==> src/rtl/hcd_pkg.sv <==
// Shared types, codes and character helpers for the chunked body decoder.
package hcd_pkg;

	// Parser phases
	localparam logic [2:0] PH_LEAD    = 3'd0;
	localparam logic [2:0] PH_DIGITS  = 3'd1;
	localparam logic [2:0] PH_TRAIL   = 3'd2;
	localparam logic [2:0] PH_EXT     = 3'd3;
	localparam logic [2:0] PH_LINE_LF = 3'd4;
	localparam logic [2:0] PH_DATA    = 3'd5;
	localparam logic [2:0] PH_DATA_CR = 3'd6;
	localparam logic [2:0] PH_DATA_LF = 3'd7;

	// Outcome codes
	localparam logic [1:0] OUT_NONE = 2'd0;
	localparam logic [1:0] OUT_OK   = 2'd1;
	localparam logic [1:0] OUT_ERR  = 2'd2;

	// Framing characters
	localparam logic [7:0] CH_CR    = 8'h0D;
	localparam logic [7:0] CH_LF    = 8'h0A;
	localparam logic [7:0] CH_SEMI  = 8'h3B;
	localparam logic [7:0] CH_SPACE = 8'h20;
	localparam logic [7:0] CH_TAB   = 8'h09;

	localparam int DIGIT_MAX = 15;

	// One registered input beat
	typedef struct packed {
		logic [7:0] body_byte;
		logic       first_of_body;
		logic       last_of_body;
	} in_beat_t;

	// Hex digit decode: valid flag in bit 4, value in bits 3:0
	function automatic logic [4:0] hex_decode(input logic [7:0] c);
		logic [4:0] r;
		r = 5'd0;
		if (c >= 8'h30 && c <= 8'h39) begin
			r = {1'b1, 4'(c - 8'h30)};
		end else if (c >= 8'h61 && c <= 8'h66) begin
			r = {1'b1, 4'(c - 8'h57)};
		end else if (c >= 8'h41 && c <= 8'h46) begin
			r = {1'b1, 4'(c - 8'h37)};
		end
		return r;
	endfunction

	function automatic logic is_blank(input logic [7:0] c);
		return (c == CH_SPACE) || (c == CH_TAB);
	endfunction

endpackage

==> src/rtl/hcd_in_stage.sv <==
// Input register stage: captures one stream beat and hands it to the parser.
module hcd_in_stage (
	input  logic             clk,
	input  logic             arst_n,
	input  logic             s_axis_tvalid,
	output logic             s_axis_tready,
	input  logic [7:0]       s_axis_tdata,   // [7:0] body_byte
	input  logic             s_axis_tuser,   // [0] first_of_body
	input  logic             s_axis_tlast,   // last_of_body
	output logic             valid_s1,
	output hcd_pkg::in_beat_t beat_s1,
	input  logic             advance
);

	// Take a new beat when empty or when the held beat moves on this cycle
	assign s_axis_tready = !valid_s1 || advance;

	always_ff @(posedge clk or negedge arst_n) begin
		if (!arst_n) begin
			valid_s1 <= 1'b0;
		end else if (s_axis_tready) begin
			valid_s1 <= s_axis_tvalid;
		end
	end

	always_ff @(posedge clk) begin
		if (s_axis_tready && s_axis_tvalid) begin
			beat_s1.body_byte     <= s_axis_tdata;
			beat_s1.first_of_body <= s_axis_tuser;
			beat_s1.last_of_body  <= s_axis_tlast;
		end
	end

endmodule

==> src/rtl/hcd_core.sv <==
// Chunk framing parser with its state and the result register.
module hcd_core #(
	parameter int SIZE_BITS = 32
) (
	input  logic             clk,
	input  logic             arst_n,
	input  logic             valid_s1,
	input  hcd_pkg::in_beat_t beat_s1,
	output logic             advance,
	output logic             m_axis_tvalid,
	input  logic             m_axis_tready,
	output logic [7:0]       m_axis_tdata,
	output logic [2:0]       m_axis_tuser
);

	logic [2:0]           phase_q;
	logic [SIZE_BITS-1:0] remain_q;
	logic [3:0]           digits_q;
	logic                 reported_q;

	logic [2:0]           phase_d;
	logic [SIZE_BITS-1:0] remain_d;
	logic [3:0]           digits_d;
	logic                 reported_d;
	logic                 pvalid_d;
	logic [7:0]           pbyte_d;
	logic [1:0]           outcome_d;

	logic [2:0]           phase_e;
	logic [SIZE_BITS-1:0] remain_e;
	logic [3:0]           digits_e;
	logic                 reported_e;

	logic [7:0]           c;
	logic [4:0]           hx;
	logic                 ovf;
	logic                 err;
	logic                 done;
	logic [SIZE_BITS-1:0] shifted;
	logic [SIZE_BITS-1:0] dec;
	logic [3:0]           digits_inc;

	assign advance = valid_s1 && (!m_axis_tvalid || m_axis_tready);

	always_comb begin
		c = beat_s1.body_byte;
		// New body: start from cleared state
		phase_e    = beat_s1.first_of_body ? hcd_pkg::PH_LEAD : phase_q;
		remain_e   = beat_s1.first_of_body ? '0 : remain_q;
		digits_e   = beat_s1.first_of_body ? 4'd0 : digits_q;
		reported_e = beat_s1.first_of_body ? 1'b0 : reported_q;

		hx         = hcd_pkg::hex_decode(c);
		ovf        = remain_e[SIZE_BITS-1 -: 4] != 4'd0;
		shifted    = {remain_e[SIZE_BITS-5:0], hx[3:0]};
		dec        = (remain_e != '0) ? remain_e - {{(SIZE_BITS-1){1'b0}}, 1'b1} : remain_e;
		digits_inc = (digits_e < 4'(hcd_pkg::DIGIT_MAX)) ? digits_e + 4'd1 : digits_e;

		phase_d    = phase_e;
		remain_d   = remain_e;
		digits_d   = digits_e;
		reported_d = reported_e;
		pvalid_d   = 1'b0;
		pbyte_d    = 8'd0;
		outcome_d  = hcd_pkg::OUT_NONE;
		err        = 1'b0;
		done       = 1'b0;

		if (!reported_e) begin
			case (phase_e)
				hcd_pkg::PH_LEAD: begin
					if (hcd_pkg::is_blank(c)) begin
					end else if (hx[4]) begin
						if (ovf) begin
							err = 1'b1;
						end else begin
							remain_d = shifted;
							digits_d = digits_inc;
							phase_d  = hcd_pkg::PH_DIGITS;
						end
					end else begin
						err = 1'b1;
					end
				end
				hcd_pkg::PH_DIGITS: begin
					if (hx[4]) begin
						if (ovf) begin
							err = 1'b1;
						end else begin
							remain_d = shifted;
							digits_d = digits_inc;
						end
					end else if (hcd_pkg::is_blank(c)) begin
						phase_d = hcd_pkg::PH_TRAIL;
					end else if (c == hcd_pkg::CH_SEMI) begin
						phase_d = hcd_pkg::PH_EXT;
					end else if (c == hcd_pkg::CH_CR) begin
						phase_d = hcd_pkg::PH_LINE_LF;
					end else begin
						err = 1'b1;
					end
				end
				hcd_pkg::PH_TRAIL: begin
					if (hcd_pkg::is_blank(c)) begin
					end else if (c == hcd_pkg::CH_SEMI) begin
						phase_d = hcd_pkg::PH_EXT;
					end else if (c == hcd_pkg::CH_CR) begin
						phase_d = hcd_pkg::PH_LINE_LF;
					end else begin
						err = 1'b1;
					end
				end
				hcd_pkg::PH_EXT: begin
					if (c == hcd_pkg::CH_CR) begin
						phase_d = hcd_pkg::PH_LINE_LF;
					end
				end
				hcd_pkg::PH_LINE_LF: begin
					if (c != hcd_pkg::CH_LF || digits_e == 4'd0) begin
						err = 1'b1;
					end else if (remain_e == '0) begin
						done = 1'b1;
					end else begin
						phase_d = hcd_pkg::PH_DATA;
					end
				end
				hcd_pkg::PH_DATA: begin
					pvalid_d = 1'b1;
					pbyte_d  = c;
					remain_d = dec;
					if (dec == '0) begin
						phase_d = hcd_pkg::PH_DATA_CR;
					end
				end
				hcd_pkg::PH_DATA_CR: begin
					if (c == hcd_pkg::CH_CR) begin
						phase_d = hcd_pkg::PH_DATA_LF;
					end else begin
						err = 1'b1;
					end
				end
				default: begin
					if (c == hcd_pkg::CH_LF) begin
						phase_d  = hcd_pkg::PH_LEAD;
						remain_d = '0;
						digits_d = 4'd0;
					end else begin
						err = 1'b1;
					end
				end
			endcase

			if (done) begin
				outcome_d = hcd_pkg::OUT_OK;
			end else if (err || beat_s1.last_of_body) begin
				outcome_d = hcd_pkg::OUT_ERR;
			end
			if (outcome_d != hcd_pkg::OUT_NONE) begin
				reported_d = 1'b1;
			end
		end
	end

	always_ff @(posedge clk or negedge arst_n) begin
		if (!arst_n) begin
			phase_q       <= hcd_pkg::PH_LEAD;
			remain_q      <= '0;
			digits_q      <= 4'd0;
			reported_q    <= 1'b0;
			m_axis_tvalid <= 1'b0;
		end else begin
			if (advance) begin
				phase_q    <= phase_d;
				remain_q   <= remain_d;
				digits_q   <= digits_d;
				reported_q <= reported_d;
			end
			if (!m_axis_tvalid || m_axis_tready) begin
				m_axis_tvalid <= valid_s1;
			end
		end
	end

	always_ff @(posedge clk) begin
		if (advance) begin
			m_axis_tdata <= pbyte_d;
			m_axis_tuser <= {outcome_d, pvalid_d};
		end
	end

endmodule

==> src/rtl/http_chunked_body_decoder_top.sv <==
// Top level of the chunked transfer body decoder.
// Path: an accepted input beat goes through the input register, then the parser logic
// into the result register, which holds its result beat.
// Throughput: one beat per cycle while the result register is empty or being drained;
// both stages advance together then, and a stalled output holds both stages.
// Reset: arst_n clears the parser to the start of a size line, with no pending beats.
module http_chunked_body_decoder_top #(
	parameter int SIZE_BITS = 32   // width of the chunk size counter, 8 to 64
) (
	input  logic       clk,
	input  logic       arst_n,
	// Raw body beats
	input  logic       s_axis_tvalid,
	output logic       s_axis_tready,
	input  logic [7:0] s_axis_tdata,   // [7:0] body_byte
	input  logic       s_axis_tuser,   // [0] first_of_body
	input  logic       s_axis_tlast,   // last_of_body
	// Decoded result beats, one per input beat
	output logic       m_axis_tvalid,
	input  logic       m_axis_tready,
	output logic [7:0] m_axis_tdata,   // [7:0] payload_byte
	output logic [2:0] m_axis_tuser    // [0] payload_valid, [2:1] outcome
);

	logic              valid_s1;
	hcd_pkg::in_beat_t beat_s1;
	logic              advance;

	// Stage one: hold the incoming beat; refill in the same cycle it moves on
	hcd_in_stage u_in_stage (
		.clk           (clk),
		.arst_n        (arst_n),
		.s_axis_tvalid (s_axis_tvalid),
		.s_axis_tready (s_axis_tready),
		.s_axis_tdata  (s_axis_tdata),
		.s_axis_tuser  (s_axis_tuser),
		.s_axis_tlast  (s_axis_tlast),
		.valid_s1      (valid_s1),
		.beat_s1       (beat_s1),
		.advance       (advance)
	);

	// Stage two: parse the held byte against the framing state and register the
	// result; the framing state only advances when the beat moves into the result
	// register, so a stalled output never double-counts a byte
	hcd_core #(
		.SIZE_BITS (SIZE_BITS)
	) u_core (
		.clk           (clk),
		.arst_n        (arst_n),
		.valid_s1      (valid_s1),
		.beat_s1       (beat_s1),
		.advance       (advance),
		.m_axis_tvalid (m_axis_tvalid),
		.m_axis_tready (m_axis_tready),
		.m_axis_tdata  (m_axis_tdata),
		.m_axis_tuser  (m_axis_tuser)
	);

endmodule
==> config.mk <==
export PLATFORM = sky130hd
export DESIGN_NAME = http_chunked_body_decoder_top
export DESIGN_NICKNAME = d
export VERILOG_FILES = /design/src/rtl/hcd_pkg.sv /design/src/rtl/hcd_in_stage.sv /design/src/rtl/hcd_core.sv /design/src/rtl/http_chunked_body_decoder_top.sv
export SDC_FILE = /design/constraint.sdc
export NUM_CORES = 1
export LEC_CHECK = 0
export BUFFER_PORTS_ARGS = -buffer_cell sky130_fd_sc_hd__buf_4
export CAP_MARGIN = 20
export CORE_UTILIZATION = 23
export CTS_CLUSTER_SIZE = 25
export DETAILED_ROUTE_END_ITERATION = 8
export PLACE_DENSITY = 0.36
export SYNTH_ARGS = -nofsm -noshare
export SYNTH_HDL_FRONTEND = slang
export SYNTH_SLANG_ARGS = --single-unit
==> constraint.sdc <==
create_clock -name clk -period 6.2 [get_ports clk]
set_clock_uncertainty 0.15 [all_clocks]
set_input_delay 0.93 -clock clk [delete_from_list [all_inputs] [get_ports clk]]
set_output_delay 0.93 -clock clk [all_outputs]
set_load 0.01 [all_outputs]
Word-level counts from Yosys, hierarchy flattened. Index checks and enable logic that the tools add are counted.

Bits in registers: 63.

Bitwise operators: 1. Muxes and demuxes: 57. $lt $le $gt $ge: 7. Reductions and logical operators: 23. Equal/unequal tests: 12. Add/sub/neg operators: 5.

Operators with widths (count): $mux W32 (7); $pmux W32 S4 (1); $logic_not A32 Y1 (2); $mux W3 (15); $reduce_bool A32 Y1 (1); $sub A32 B1 Y32 const B (1); $mux W4 (7); $eq A8 B4 Y1 const B (3); $pmux W3 S7 (1); $mux W1 (18); $eq A8 B6 Y1 const B (2); $ge A8 B7 Y1 const B (2); $le A8 B7 Y1 const B (2); $mux W5 (3); $pmux W4 S3 (1); $eq A3 B3 Y1 const B (3); $ge A8 B6 Y1 const B (1); $le A8 B6 Y1 const B (1); $ne A8 B4 Y1 const B (1); $sub A4 B3 Y4 const B (2); $eq A3 B2 Y1 const B (2); $mux W2 (3); $pmux W1 S6 (1); $logic_and A1 B1 Y1 (5); 14 further kinds (20).

Logic depth before layout (Yosys ltp). Gate-level depths: netlist (run 1).

Depth in word-level cells: 16. Mapped depth: 17. Mapped depth without buffers: 12.

Hierarchy. Synthesis (run 1) repeated with hierarchy kept, for this count alone.

Cell total of the unflattened synthesis: 628. Area, all modules: 5131.2 um^2.

By module, submodules not included: hcd_core (cells each 614, seq. area each 1356.3 um^2, area an instance 4777.1 um^2, instances 1); hcd_in_stage (cells each 14, seq. area each 325.3 um^2, area an instance 354.1 um^2, instances 1).

Worst setup path after synthesis (run 1). Ideal clock, no wire load.

Path type: reg2reg. Start point: register, netlist name u_in_stage.beat_s1[1]. End point: register u_core.phase_q[1]. Path buffers: 4. Setup slack: 2.018 ns. Required time: 5.984 ns. Data arrival time: 3.966 ns. Cell stages (with the launch flop): 17. Cells stage by stage: edfxtp_1 > buf_2 > buf_2 > inv_1 > clkbuf_1 > clkbuf_1 > nand2_1 > ha_1 > nor3b_1 > a41oi_1 > o21bai_2 > o311a_1 > a211o_1 > nor4b_2 > nand4b_1 > nor4b_2 > a221o_1.

Cells in the longest elaborated chain, start to end: 7. Elaborated cells on any way between the ends: 34. Those cells by class: 1 x add/sub; 6 x eq/ne; 20 x mux; 7 x reduce/logical.

RTL lines: $mux W32 / $mux W3 (equally long branches) (line hcd_core.sv:49, hcd_core.sv:48); $sub A32 B1 Y32 (tied with other cells) (line hcd_core.sv:56) `dec = (remain_e != '0) ? remain_e - {{(SIZE_BITS-1){1'b0}}, 1'b1} : remain_e;`; $mux W32 (tied with other cells) (line hcd_core.sv:56); $logic_not A32 Y1 (tied with other cells) (line hcd_core.sv:131) `if (dec == '0) begin`; $mux W3, on equally long branches (line hcd_core.sv:131, hcd_core.sv:72, hcd_core.sv:86); $pmux W3 S7 (line hcd_core.sv:70) `case (phase_e)`; $mux W3 (*) (line hcd_core.sv:69) `if (!reported_e) begin`; end signal, assigned (line hcd_core.sv:166) `phase_q <= hcd_pkg::PH_LEAD;`; end signal, assigned (line hcd_core.sv:173) `phase_q <= phase_d;`; end, declared (line hcd_core.sv:16) `logic [2:0] phase_q;`.

Every way passes the cells marked *; elsewhere a longest branch is shown, timed or not. A chain may end at the register's enable or synchronous reset.

Worst setup path after layout (run 1).
Start point: register, netlist name u_in_stage.beat_s1[1]. End point: register u_core.remain_q[20].

Cells in the longest elaborated chain, start to end: 7. Elaborated cells on any way between the ends: 21. Those cells by class: 1 x add/sub; 6 x eq/ne; 10 x mux; 4 x reduce/logical.

RTL lines: branches (longest 6 deep; another with $sub A32 B1 Y32); $mux W32 (*) (line hcd_core.sv:69); end signal, assigned (line hcd_core.sv:174) `remain_q <= remain_d;`; end, declared (line hcd_core.sv:17) `logic [SIZE_BITS-1:0] remain_q;`.

Mark *: on every way between the ends.

==> flow_results.org, run 1 <==
** Outcome
- The flow ran to the end, and the final reports show no timing, DRC or antenna violations.

** Timing
- At the pin with the least slew margin, the transition time is 1150 ps.
- FMAX :: 225 MHz
- Setup violations remaining at the end of the flow were counted as 0.
- Dividing the final minimum period by the clock period gives 0.718.
- The worst path needs 4450 ps of the cycle, external delays included.
- Slew HR :: 0.233
- Endpoints failing hold :: 0
- Setup repair after global routing left no endpoint under its margin.
- Aggregate negative setup slack :: 0 ps
- The count of pins over their slew limit came to 0.

** Route
- Dividing the detail-routed wire length by the instance count gives 22.9 microns.
- DRT Wirelength :: 20200 microns
- The final route contains 5044 vias.
- The first TritonRoute pass finished after 5 iterations.
- Via density per instance :: 5.72
- For this run, design rule violations remaining after detail routing come to 0.
- Once detail routing completed, the nets flagged for antenna violations numbered 0.
- In this run, the number of DRC markers left after iteration 0 of detailed routing was 403.

** Clock tree
- Clock insertion delay at the later pin of the skew report :: 350 ps
- Cell chosen for the clock root :: sky130_fd_sc_hd__clkbuf_16
- Number of buffers between clock root and the deepest sink :: 2
- CTS tree :: built
- For this design, the sink count on the clock tree is 63.
- Total of cells resized after clock tree synthesis :: 0
- Buffers inserted to repair hold after CTS numbered 0.
- Clock Pin Slew Worst Setup and Hold Paths :: 60 ps
- # H-tree levels :: 3
- Number of buffers added for setup after CTS :: 0
- Counting the buffers created by CTS gives 9.

** Critical path
- Worst reg2reg path endpoint :: u_core.remain_q[20]
- Type of destination of the critical path :: register
- Maximum net fanout on the critical path :: 36
- For this run, the slowest stage of the critical path takes 840 ps.
- Tracing the worst setup path back leads to its startpoint at u_in_stage.beat_s1[1].
- The critical path ends at u_core.remain_q[20].
- Classification of the worst setup path :: register to register
- Reg2reg start :: u_in_stage.beat_s1[1]
- Required @ worst endpoint :: 6300 ps
- Flop-to-flop setup slack :: 1750 ps
- The number of cells on the worst reg-to-reg path is 9.
- Arrival time at the worst endpoint :: 4550 ps
- Crit path cell chain :: buf_4, buf_4, nor2b_1, nand2b_1, nor2_1, nand2_1, nor2_1, a22oi_1, o21ai_0
- Highest-delay cell along the critical path :: sky130_fd_sc_hd__nor2_1
- STA classifies the critical path startpoint as a register.

** Die
- Die Span Y :: 150 microns
- The die covers 0.0226 sq mm.
- I/O pin count :: 27
- The die is 150 microns wide.
- The total area inside the core boundary comes to 0.0213 sq mm.
- For this configuration, the core starts out at a cell density of 0.238.
- Rows :: 53

** Layout
- Relative to the synthesized area, the layout overhead comes to 14.7%.
- In the final design database the tool counted 625 nets.
- The repair_antennas step left the layout with diodes totalling 0.
- Fraction of final layout cells with drive strength greater than 1 :: 0.137
- Summing all non-filler instances in the final layout gives an area of 0.00581 sq mm.

** Synthesis
- Of the synthesized area, sequential elements account for 0.332.
- During synthesis, Yosys emitted a total of 0 warnings.
- Averaged over all synthesized cells, the footprint is 8.44 sq um.
- Fraction of registers with async set or reset after synthesis :: 0.667
- The number of nets handed over by synthesis was 623.
- Synthesis inferred 63 register bits.
- Post-Synthesis Cell Area :: 0.00507 sq mm
- For this run, the leading register cell type out of synthesis is sky130_fd_sc_hd__dfrtp_1.
- Number of flops mapped to enable cells by yosys :: 21
- Synthesis produced 600 cells.
- In this run, distinct cell masters in the synthesized netlist total 88.

** Global routing
- Number of antenna violations at the first check in global routing :: 0
- The total overflow left after global routing is 0.
- Tot GR Track Use :: 0.189
- Global-route wire length before repair :: 31600 microns
- Number of global-route vias before repair :: 5062
- Entering global routing, the biggest net connects 43 pins.

** Hold path
- Path type of the worst min-delay path :: register to register

** Power
- Part of the power in the clock network :: 0.403
- Share of power burned in registers :: 0.311
- Final Total Pwr :: 1520 uW
- Proportion of power drawn by combinational gates :: 0.286
- Of the total power, the share spent switching nets is 0.347.
- Across the VDD grid, the largest voltage drop is 132 uV.
- Leakage Power :: 0.00219 uW
- Power density relative to cell area :: 262 mW/mm^2
- Switch Pwr :: 528 uW
- Internal power comes to 995 uW.

** Placed design
- DP Wirelength :: 14300 microns
- PortBufs :: 26
- The congestion estimate from routability-driven global placement came to 0.895.
- Cell Area, Placed :: 0.00546 sq mm

** Run
- Max-cap check violation count :: 0
power groups by stage:
stage | Combinational [uW] | Sequential, uW | Clock [uW]
after global placement | 437 | 482 | 0
after detailed placement | 428 | 482 | 0
after CTS | 430 | 474 | 624
after floorplan | 294 | 469 | 0
final | 436 | 474 | 614
after global routing | 476 | 478 | 638
stage by stage:
| stage | std cells | utilization | setup WS [ps] | hold WS (ps) |
|---|---|---|---|---|
| 2_1_floorplan | 600 | - | 2020 | 307 |
| 3_3_place_gp | 866 | 0.257 | 1310 | 331 |
| 3_5_place_dp | 866 | 0.257 | 1350 | 356 |
| 4_1_cts | 882 | 0.273 | 1720 | 362 |
| 5_1_grt | 882 | 0.273 | 1360 | 419 |
| 6_report | 882 | 0.273 | 1750 | 356 |
placed cells by master, fill, tap and decap left out, types with 4 or more instances in the layout:
cell type | netlist | final
sky130_fd_sc_hd__a21o_1 | 6 | 6
sky130_fd_sc_hd__a21oi_1 | 32 | 32
sky130_fd_sc_hd__a22o_1 | 8 | 8
sky130_fd_sc_hd__a22oi_1 | 19 | 19
sky130_fd_sc_hd__a31oi_1 | 13 | 13
sky130_fd_sc_hd__a32o_1 | 4 | 4
sky130_fd_sc_hd__a32oi_1 | 6 | 6
sky130_fd_sc_hd__and2_1 | 13 | 13
sky130_fd_sc_hd__buf_4 | 1 | 34
sky130_fd_sc_hd__clkbuf_16 | 0 | 9
sky130_fd_sc_hd__dfrtp_1 | 42 | 42
sky130_fd_sc_hd__edfxtp_1 | 21 | 21
sky130_fd_sc_hd__ha_1 | 9 | 9
sky130_fd_sc_hd__inv_1 | 23 | 23
sky130_fd_sc_hd__mux2i_1 | 4 | 4
sky130_fd_sc_hd__nand2_1 | 58 | 58
sky130_fd_sc_hd__nand2b_1 | 7 | 7
sky130_fd_sc_hd__nand3_1 | 12 | 12
sky130_fd_sc_hd__nand3b_1 | 5 | 5
sky130_fd_sc_hd__nand4_1 | 4 | 4
sky130_fd_sc_hd__nand4b_1 | 5 | 5
sky130_fd_sc_hd__nor2_1 | 57 | 57
sky130_fd_sc_hd__nor2b_1 | 7 | 7
sky130_fd_sc_hd__nor3_1 | 23 | 23
sky130_fd_sc_hd__nor3b_1 | 4 | 4
sky130_fd_sc_hd__nor4_1 | 10 | 10
sky130_fd_sc_hd__nor4_2 | 5 | 5
sky130_fd_sc_hd__nor4_4 | 4 | 4
sky130_fd_sc_hd__o211ai_1 | 11 | 11
sky130_fd_sc_hd__o21ai_0 | 42 | 42
sky130_fd_sc_hd__o221ai_1 | 4 | 4
sky130_fd_sc_hd__o22ai_1 | 7 | 7
sky130_fd_sc_hd__o31ai_1 | 6 | 6
sky130_fd_sc_hd__or2_2 | 4 | 4
sky130_fd_sc_hd__xnor2_1 | 6 | 6
sky130_fd_sc_hd__xor2_1 | 5 | 5
worst max-delay path, delay by kind of cell, from the launching register on:
kind            cells  cell delay, ps
buf+inv             2             810
simple gates        5            2720
flops               1             370
compound gates      2             260
kinds of logic (layout without fill, tap and decap cells):
family / after synthesis / in the layout / synth area share
multiplexers: 4 / 4 / 0.00790
AO/OA/AOI/OAI: 207 / 207 / 0.292
XOR/XNOR: 11 / 11 / 0.0190
flip-flops: 63 / 63 / 0.332
AND/OR/NAND/NOR: 240 / 240 / 0.270
buffers and inverters: 66 / 73 / 0.0568
adder cells (fa/ha/maj): 9 / 9 / 0.0222
routing by layer:
layer / GRT usage / up-vias / wire length (microns)
li1: - / 2302 / -
met1: 0.249 / 2502 / 9110
met2: 0.308 / 199 / 9500
met3: 0.0330 / 41 / 978
met4: 0.0702 / 0 / 577
met5: 0 / - / 0
worst min path at each step:
stage                         from                    to  slack [ps]  cells past startpoint
2_1_floorplan  u_in_stage.valid_s1  u_core.m_axis_tvalid         310                      1
3_3_place_gp   u_in_stage.valid_s1  u_core.m_axis_tvalid         330                      1
3_5_place_dp   u_in_stage.valid_s1  u_core.m_axis_tvalid         360                      1
4_1_cts        u_in_stage.valid_s1  u_core.m_axis_tvalid         360                      1
5_1_grt        u_in_stage.valid_s1  u_core.m_axis_tvalid         420                      1
6_report       u_in_stage.valid_s1  u_core.m_axis_tvalid         360                      1
Yosys cell counts, types with 8 or more instances:
cell,instances,share of area
sky130_fd_sc_hd__a21oi_1,32,0.032
sky130_fd_sc_hd__a31oi_1,13,0.016
sky130_fd_sc_hd__nand3_1,12,0.012
sky130_fd_sc_hd__clkbuf_1,24,0.018
sky130_fd_sc_hd__edfxtp_1,21,0.12
sky130_fd_sc_hd__o211ai_1,11,0.016
sky130_fd_sc_hd__and2_1,13,0.016
sky130_fd_sc_hd__dfrtp_1,42,0.21
sky130_fd_sc_hd__inv_1,23,0.017
sky130_fd_sc_hd__nor2_1,57,0.042
sky130_fd_sc_hd__nor4_1,10,0.012
sky130_fd_sc_hd__a22o_1,8,0.014
sky130_fd_sc_hd__ha_1,9,0.022
sky130_fd_sc_hd__nand2_1,58,0.043
sky130_fd_sc_hd__a22oi_1,19,0.028
sky130_fd_sc_hd__o21ai_0,42,0.041
sky130_fd_sc_hd__nor3_1,23,0.023
sky130_fd_sc_hd__buf_2,10,0.0099
final cells by class:
cell class	count	area (sq um)
Fill cell	2278	15500
Multi-Input combinational cell	471	3100
Sequential cell	63	1680
Tap cell	275	344
Timing Repair Buffer	34	255
Clock buffer	9	225
Clock inverter	7	120
Inverter	23	86.3
flip-flops by register name (all words and copies together) (netlist names):
name	count
u_core.digits_q	4
u_core.m_axis_tdata	8
u_core.m_axis_tuser	3
u_core.m_axis_tvalid	1
u_core.phase_q	3
u_core.remain_q	32
u_core.reported_q	1
u_in_stage.beat_s1	10
u_in_stage.valid_s1	1
(Power assumes the default switching activity.)
==> run 2, diff against run 1 <==
- ABC_AREA: unset -> 1
- clock period: 6.2 -> 4.45 ns (I/O delays scaled with it)
==> flow_results.org, run 2 <==
** Critical path
- Type of destination of the critical path :: register
- The delay of the slowest critical-path stage is 580 ps (-260 ps).
- The worst setup path is launched from a register.
- The data required time of the critical path came to 4540 ps (-1760 ps).
- Crit-path most repeated cell :: sky130_fd_sc_hd__nand2_1
- Reg2reg start :: u_in_stage.beat_s1[1]
- Classification of the worst setup path :: register to register
- The arrival time at the worst endpoint was 3910 ps (-640 ps).
- Among cell families on the critical path, the largest total delay comes from simple AND/OR/NAND/NOR gates.
- The signal on the critical path passes through inv_2, buf_4, nand2_1, nand2_1, nor2_1, nand2_1, nor2_4, nand2_4, nand2_1, nand2_1, nand2_1, nor2_1, nand2_1, nor2_1, nand3_1, nand2_1, nand2_1, nand2_1, nand2_1, nand2_1, nand2_1.
- Maximum net fanout on the critical path :: 36 (unchanged)
- In this run the critical register-to-register path is captured at u_core.phase_q[0].
- The slowest stage of the critical path belongs to the cell sky130_fd_sc_hd__edfxtp_1.
- Flop-to-flop setup slack :: 630 ps (-1120 ps)
- The count of buffering cells on the critical path with inverters included was 2 (unchanged).
- The most critical setup path has its startpoint at u_in_stage.beat_s1[1].
- Cell depth of the worst flop-to-flop path :: 21 (+12)

** Route
- The violation count after the first detailed-routing iteration is 479 (+19%).
- Via density per instance :: 4.97 (-13%)
- The number of detailed-routing iterations run before antenna repair was 5 (unchanged).
- Antenna violation net count after detailed routing :: 0 (unchanged)
- Vias post-DR :: 5444 (+7.9%)
- The count of unresolved DRC violations after routing is 0 (unchanged).
- The routed wire length is 19000 microns (-5.7%).
- Post-DR wirelength/cell :: 17.4 microns (-24%)

** Synthesis
- Largest area contributor in the netlist :: sky130_fd_sc_hd__dfrtp_1
- Distinct cell type count after synthesis :: 32 (-64%)
- Dominant cell by count in the synthesized netlist :: sky130_fd_sc_hd__nand2_1
- The sequential cell area fraction in the yosys report came to 0.329 (-0.00260).
- Top cell type's share of synthesized area :: 0.206 (-0.00163)
- Mean instance size in the synthesized netlist :: 6.44 sq um (-24%)
- Synthesis-stage register bit count :: 63 (unchanged)
- The async set-or-reset flop fraction in the synthesized netlist was 0.667 (unchanged).
- The netlist area before placement is 0.00511 sq mm (+0.79%).
- Syn Inst Count :: 793 (+32%)
- Top_reg_cell synth :: sky130_fd_sc_hd__dfrtp_1
- Warnings from Yosys :: 0 (unchanged)
- The number of enable-type register cells in the synthesized netlist was 21 (unchanged).
- After synthesis, the most frequently instantiated cells are sky130_fd_sc_hd__nand2_1 (219), sky130_fd_sc_hd__nor2_1 (113), sky130_fd_sc_hd__o21ai_0 (112).
- Net count after synthesis :: 816 (+31%)
- After synthesis, the cell types taking the most area are sky130_fd_sc_hd__dfrtp_1 (21%), sky130_fd_sc_hd__nand2_1 (16%), sky130_fd_sc_hd__edfxtp_1 (12%).

** Die
- The placeable core region came to 0.0218 sq mm (+2.5%).
- The starting density of the core is 0.234 (-0.00402).
- I/O pin count :: 27 (unchanged)
- Die area :: 0.0228 sq mm (+0.78%)
- Die Span Y :: 151 microns (+0.39%)
- The die width is 151 microns (+0.39%).
- The number of cell rows was 54 (+1.9%).

** Layout
- The area of combinational cells with multiple inputs is 0.00294 sq mm (-5.2%).
- The final-layout fill cell count came to 2456 (+7.8%).
- Flip-flop count of the largest register, all copies and words added :: 32 (unchanged)
- The largest registers in the layout are u_core.remain_q: 32 flops, u_in_stage.beat_s1: 10 flops, u_core.m_axis_tdata: 8 flops.
- Cell area after layout :: 0.00589 sq mm (+1.3%)
- Most common cell after layout, fill and taps aside :: sky130_fd_sc_hd__nand2_1
- Leading cell types in the layout, fill and taps excluded :: sky130_fd_sc_hd__nand2_1 (219), sky130_fd_sc_hd__nor2_1 (113), sky130_fd_sc_hd__o21ai_0 (112)
- Register name with the most flops :: u_core.remain_q
- The total inserted antenna cells is 0 (unchanged).
- The area taken by flip-flops and latches was 0.00168 sq mm (unchanged).
- Layout Utilization :: 0.270 (-0.00322)
- Fraction of final layout cells with drive strength greater than 1 :: 0.0945 (-0.0423)
- Signed area change from the synthesized netlist to the final layout :: 15.3%
- The final layout net count is 833 (+33%).

** Power
- Proportion of power drawn by combinational gates :: 0.405 (+0.119)
- Share of power burned in registers :: 0.271 (-0.040)
- Leakage Power :: 0.00306 uW (+40%)
- Part of the power in the clock network :: 0.324 (-0.079)
- Switch Pwr :: 1100 uW (+110%)
- The maximum vdd drop came to 154 uV (+17%).
- The power density relative to cell area was 434 mW/mm^2 (+66%).
- The net switching share of the total power was 0.430 (+0.0834).
- Internal power summed over all cells :: 1460 uW (+46%)

** Clock tree
- In this run the clock root is driven by a sky130_fd_sc_hd__clkbuf_16.
- Total of cells resized after clock tree synthesis :: 0 (unchanged)
- The count of clock tree sinks was 63 (unchanged).
- The clock-pin slew on the worst setup and hold paths is 70 ps (about the same).
- Number of buffers added for setup after CTS :: 0 (unchanged)
- Clock insertion delay at the later pin of the skew report :: 350 ps (about the same)
- TritonCTS built the clock tree.
- Number of buffers between clock root and the deepest sink :: 2 (unchanged)
- Clock buffer count from CTS :: 9 (unchanged)
- The depth of the CTS H-tree was 3 (unchanged).
- The number of buffers inserted by hold repair at cts was 0 (unchanged).

** Timing
- The count of pins over their slew limit came to 0 (unchanged).
- The pin slew with the least headroom to its limit is 1010 ps (-137 ps).
- Aggregate negative setup slack :: 0 ps (unchanged)
- The normalized max-slew margin came to 0.326 (+0.0931).
- Unrepaired setup endpoints after global routing :: no
- Endpoints failing hold :: 0 (unchanged)
- Clock period minus final worst setup slack :: 3820 ps (-627 ps)
- Final number of setup-violating endpoints :: 0 (unchanged)
- FMAX :: 261 MHz (+16%)
- Final cycle utilization of the critical path :: 0.859 (+0.141)
- The post-route worst hold slack is 162 ps (-193 ps).
- Min setup slack post-route :: 626 ps (-1120 ps)

** Global routing
- GRT met1 Usage :: 0.250 (+0.00140)
- The largest net degree at the start of global routing was 43 (unchanged).
- Total congestion overflow :: 0 (unchanged)
- The global-route wire length before repair is 30200 microns (-4.6%).
- The combined global-route utilization of all metal layers was 0.175 (-0.0138).
- The met2 track utilization from global routing is 0.269 (-0.0393).
- Number of global-route vias before repair :: 5254 (+3.8%)
- After global routing, the most crowded layer is met2.
- The routing usage on met3 was 0.0298 (-0.00321).
- The initial antenna violation count was 0 (unchanged).

** Outcome
- The flow ran to the end, and the final reports show no timing, DRC or antenna violations.

** Run
- Max-cap check violation count :: 0 (unchanged)

** Placed design
- The half-perimeter wire length of the detailed placement result came to 14200 microns (-0.70%).
- The minimum setup slack after placement was 671 ps (-676 ps).
- The total cell area at the placement stage came to 0.00556 sq mm (+1.7%).
- RD Place Congestion :: 0.878 (-1.9%)
- PortBufs :: 26 (unchanged)

** Hold path
- Path type of the worst min-delay path :: primary input to asynchronous set/reset pin
run 2: worst max-delay path by stage:
stage,end,cells after the start
6_report,u_core.phase_q[0],21
5_1_grt,u_core.phase_q[0],21
4_1_cts,u_core.phase_q[0],21
3_5_place_dp,u_core.phase_q[0],21
3_3_place_gp,u_core.phase_q[0],21
2_1_floorplan,u_core.phase_q[0],19
run 2: logic make-up after synthesis:
family                   count (synthesis)  synth area share
AND/OR/NAND/NOR                        413             0.338
AO/OA/AOI/OAI                          187             0.208
buffers and inverters                  117            0.0958
flip-flops                              63             0.329
adder cells (fa/ha/maj)                  9            0.0221
XOR/XNOR                                 4           0.00686
run 2: per-stage QoR:
step	instances	total power, uW
2_1_floorplan	793	1430
3_3_place_gp	1079	1740
3_5_place_dp	1079	1720
4_1_cts	1095	2570
5_1_grt	1095	2720
6_report	1095	2550
run 2: layer usage:
metal / part of all wire / up-vias
met3: 0.042 / 21
met4: 0.017 / 0
met1: 0.50 / 2605
met5: 0 / -
met2: 0.44 / 143
li1: - / 2675
run 2: final cells by class:
cell class	instances	share of cell area
timing repair buffer	34	0.0434
sequential	63	0.286
clock buffer	9	0.0383
tap	280	0.0595
multi-input combinational	613	0.499
clock inverter	7	0.0176
inverter	89	0.0568
run 2: worst register-to-register path: stages (launching register included):
cell and delay [ps]:
sky130_fd_sc_hd__edfxtp_1 580, sky130_fd_sc_hd__inv_2 420, sky130_fd_sc_hd__buf_4 390, sky130_fd_sc_hd__nand2_1 290
sky130_fd_sc_hd__nand2_1 190, sky130_fd_sc_hd__nor2_1 60, sky130_fd_sc_hd__nand2_1 130, sky130_fd_sc_hd__nor2_4 80
sky130_fd_sc_hd__nand2_4 350, sky130_fd_sc_hd__nand2_1 100, sky130_fd_sc_hd__nand2_1 120, sky130_fd_sc_hd__nand2_1 60
sky130_fd_sc_hd__nor2_1 120, sky130_fd_sc_hd__nand2_1 110, sky130_fd_sc_hd__nor2_1 110, sky130_fd_sc_hd__nand3_1 130
sky130_fd_sc_hd__nand2_1 80, sky130_fd_sc_hd__nand2_1 40, sky130_fd_sc_hd__nand2_1 60, sky130_fd_sc_hd__nand2_1 50
sky130_fd_sc_hd__nand2_1 60, sky130_fd_sc_hd__nand2_1 40
run 2: power groups by stage:
stage / Clock, uW / Sequential, uW / Combinational (uW)
global placement: 0 / 701 / 1030
finish: 828 / 691 / 1040
floorplan: 0 / 695 / 734
global route: 872 / 699 / 1150
detailed placement: 0 / 701 / 1020
CTS: 855 / 690 / 1020
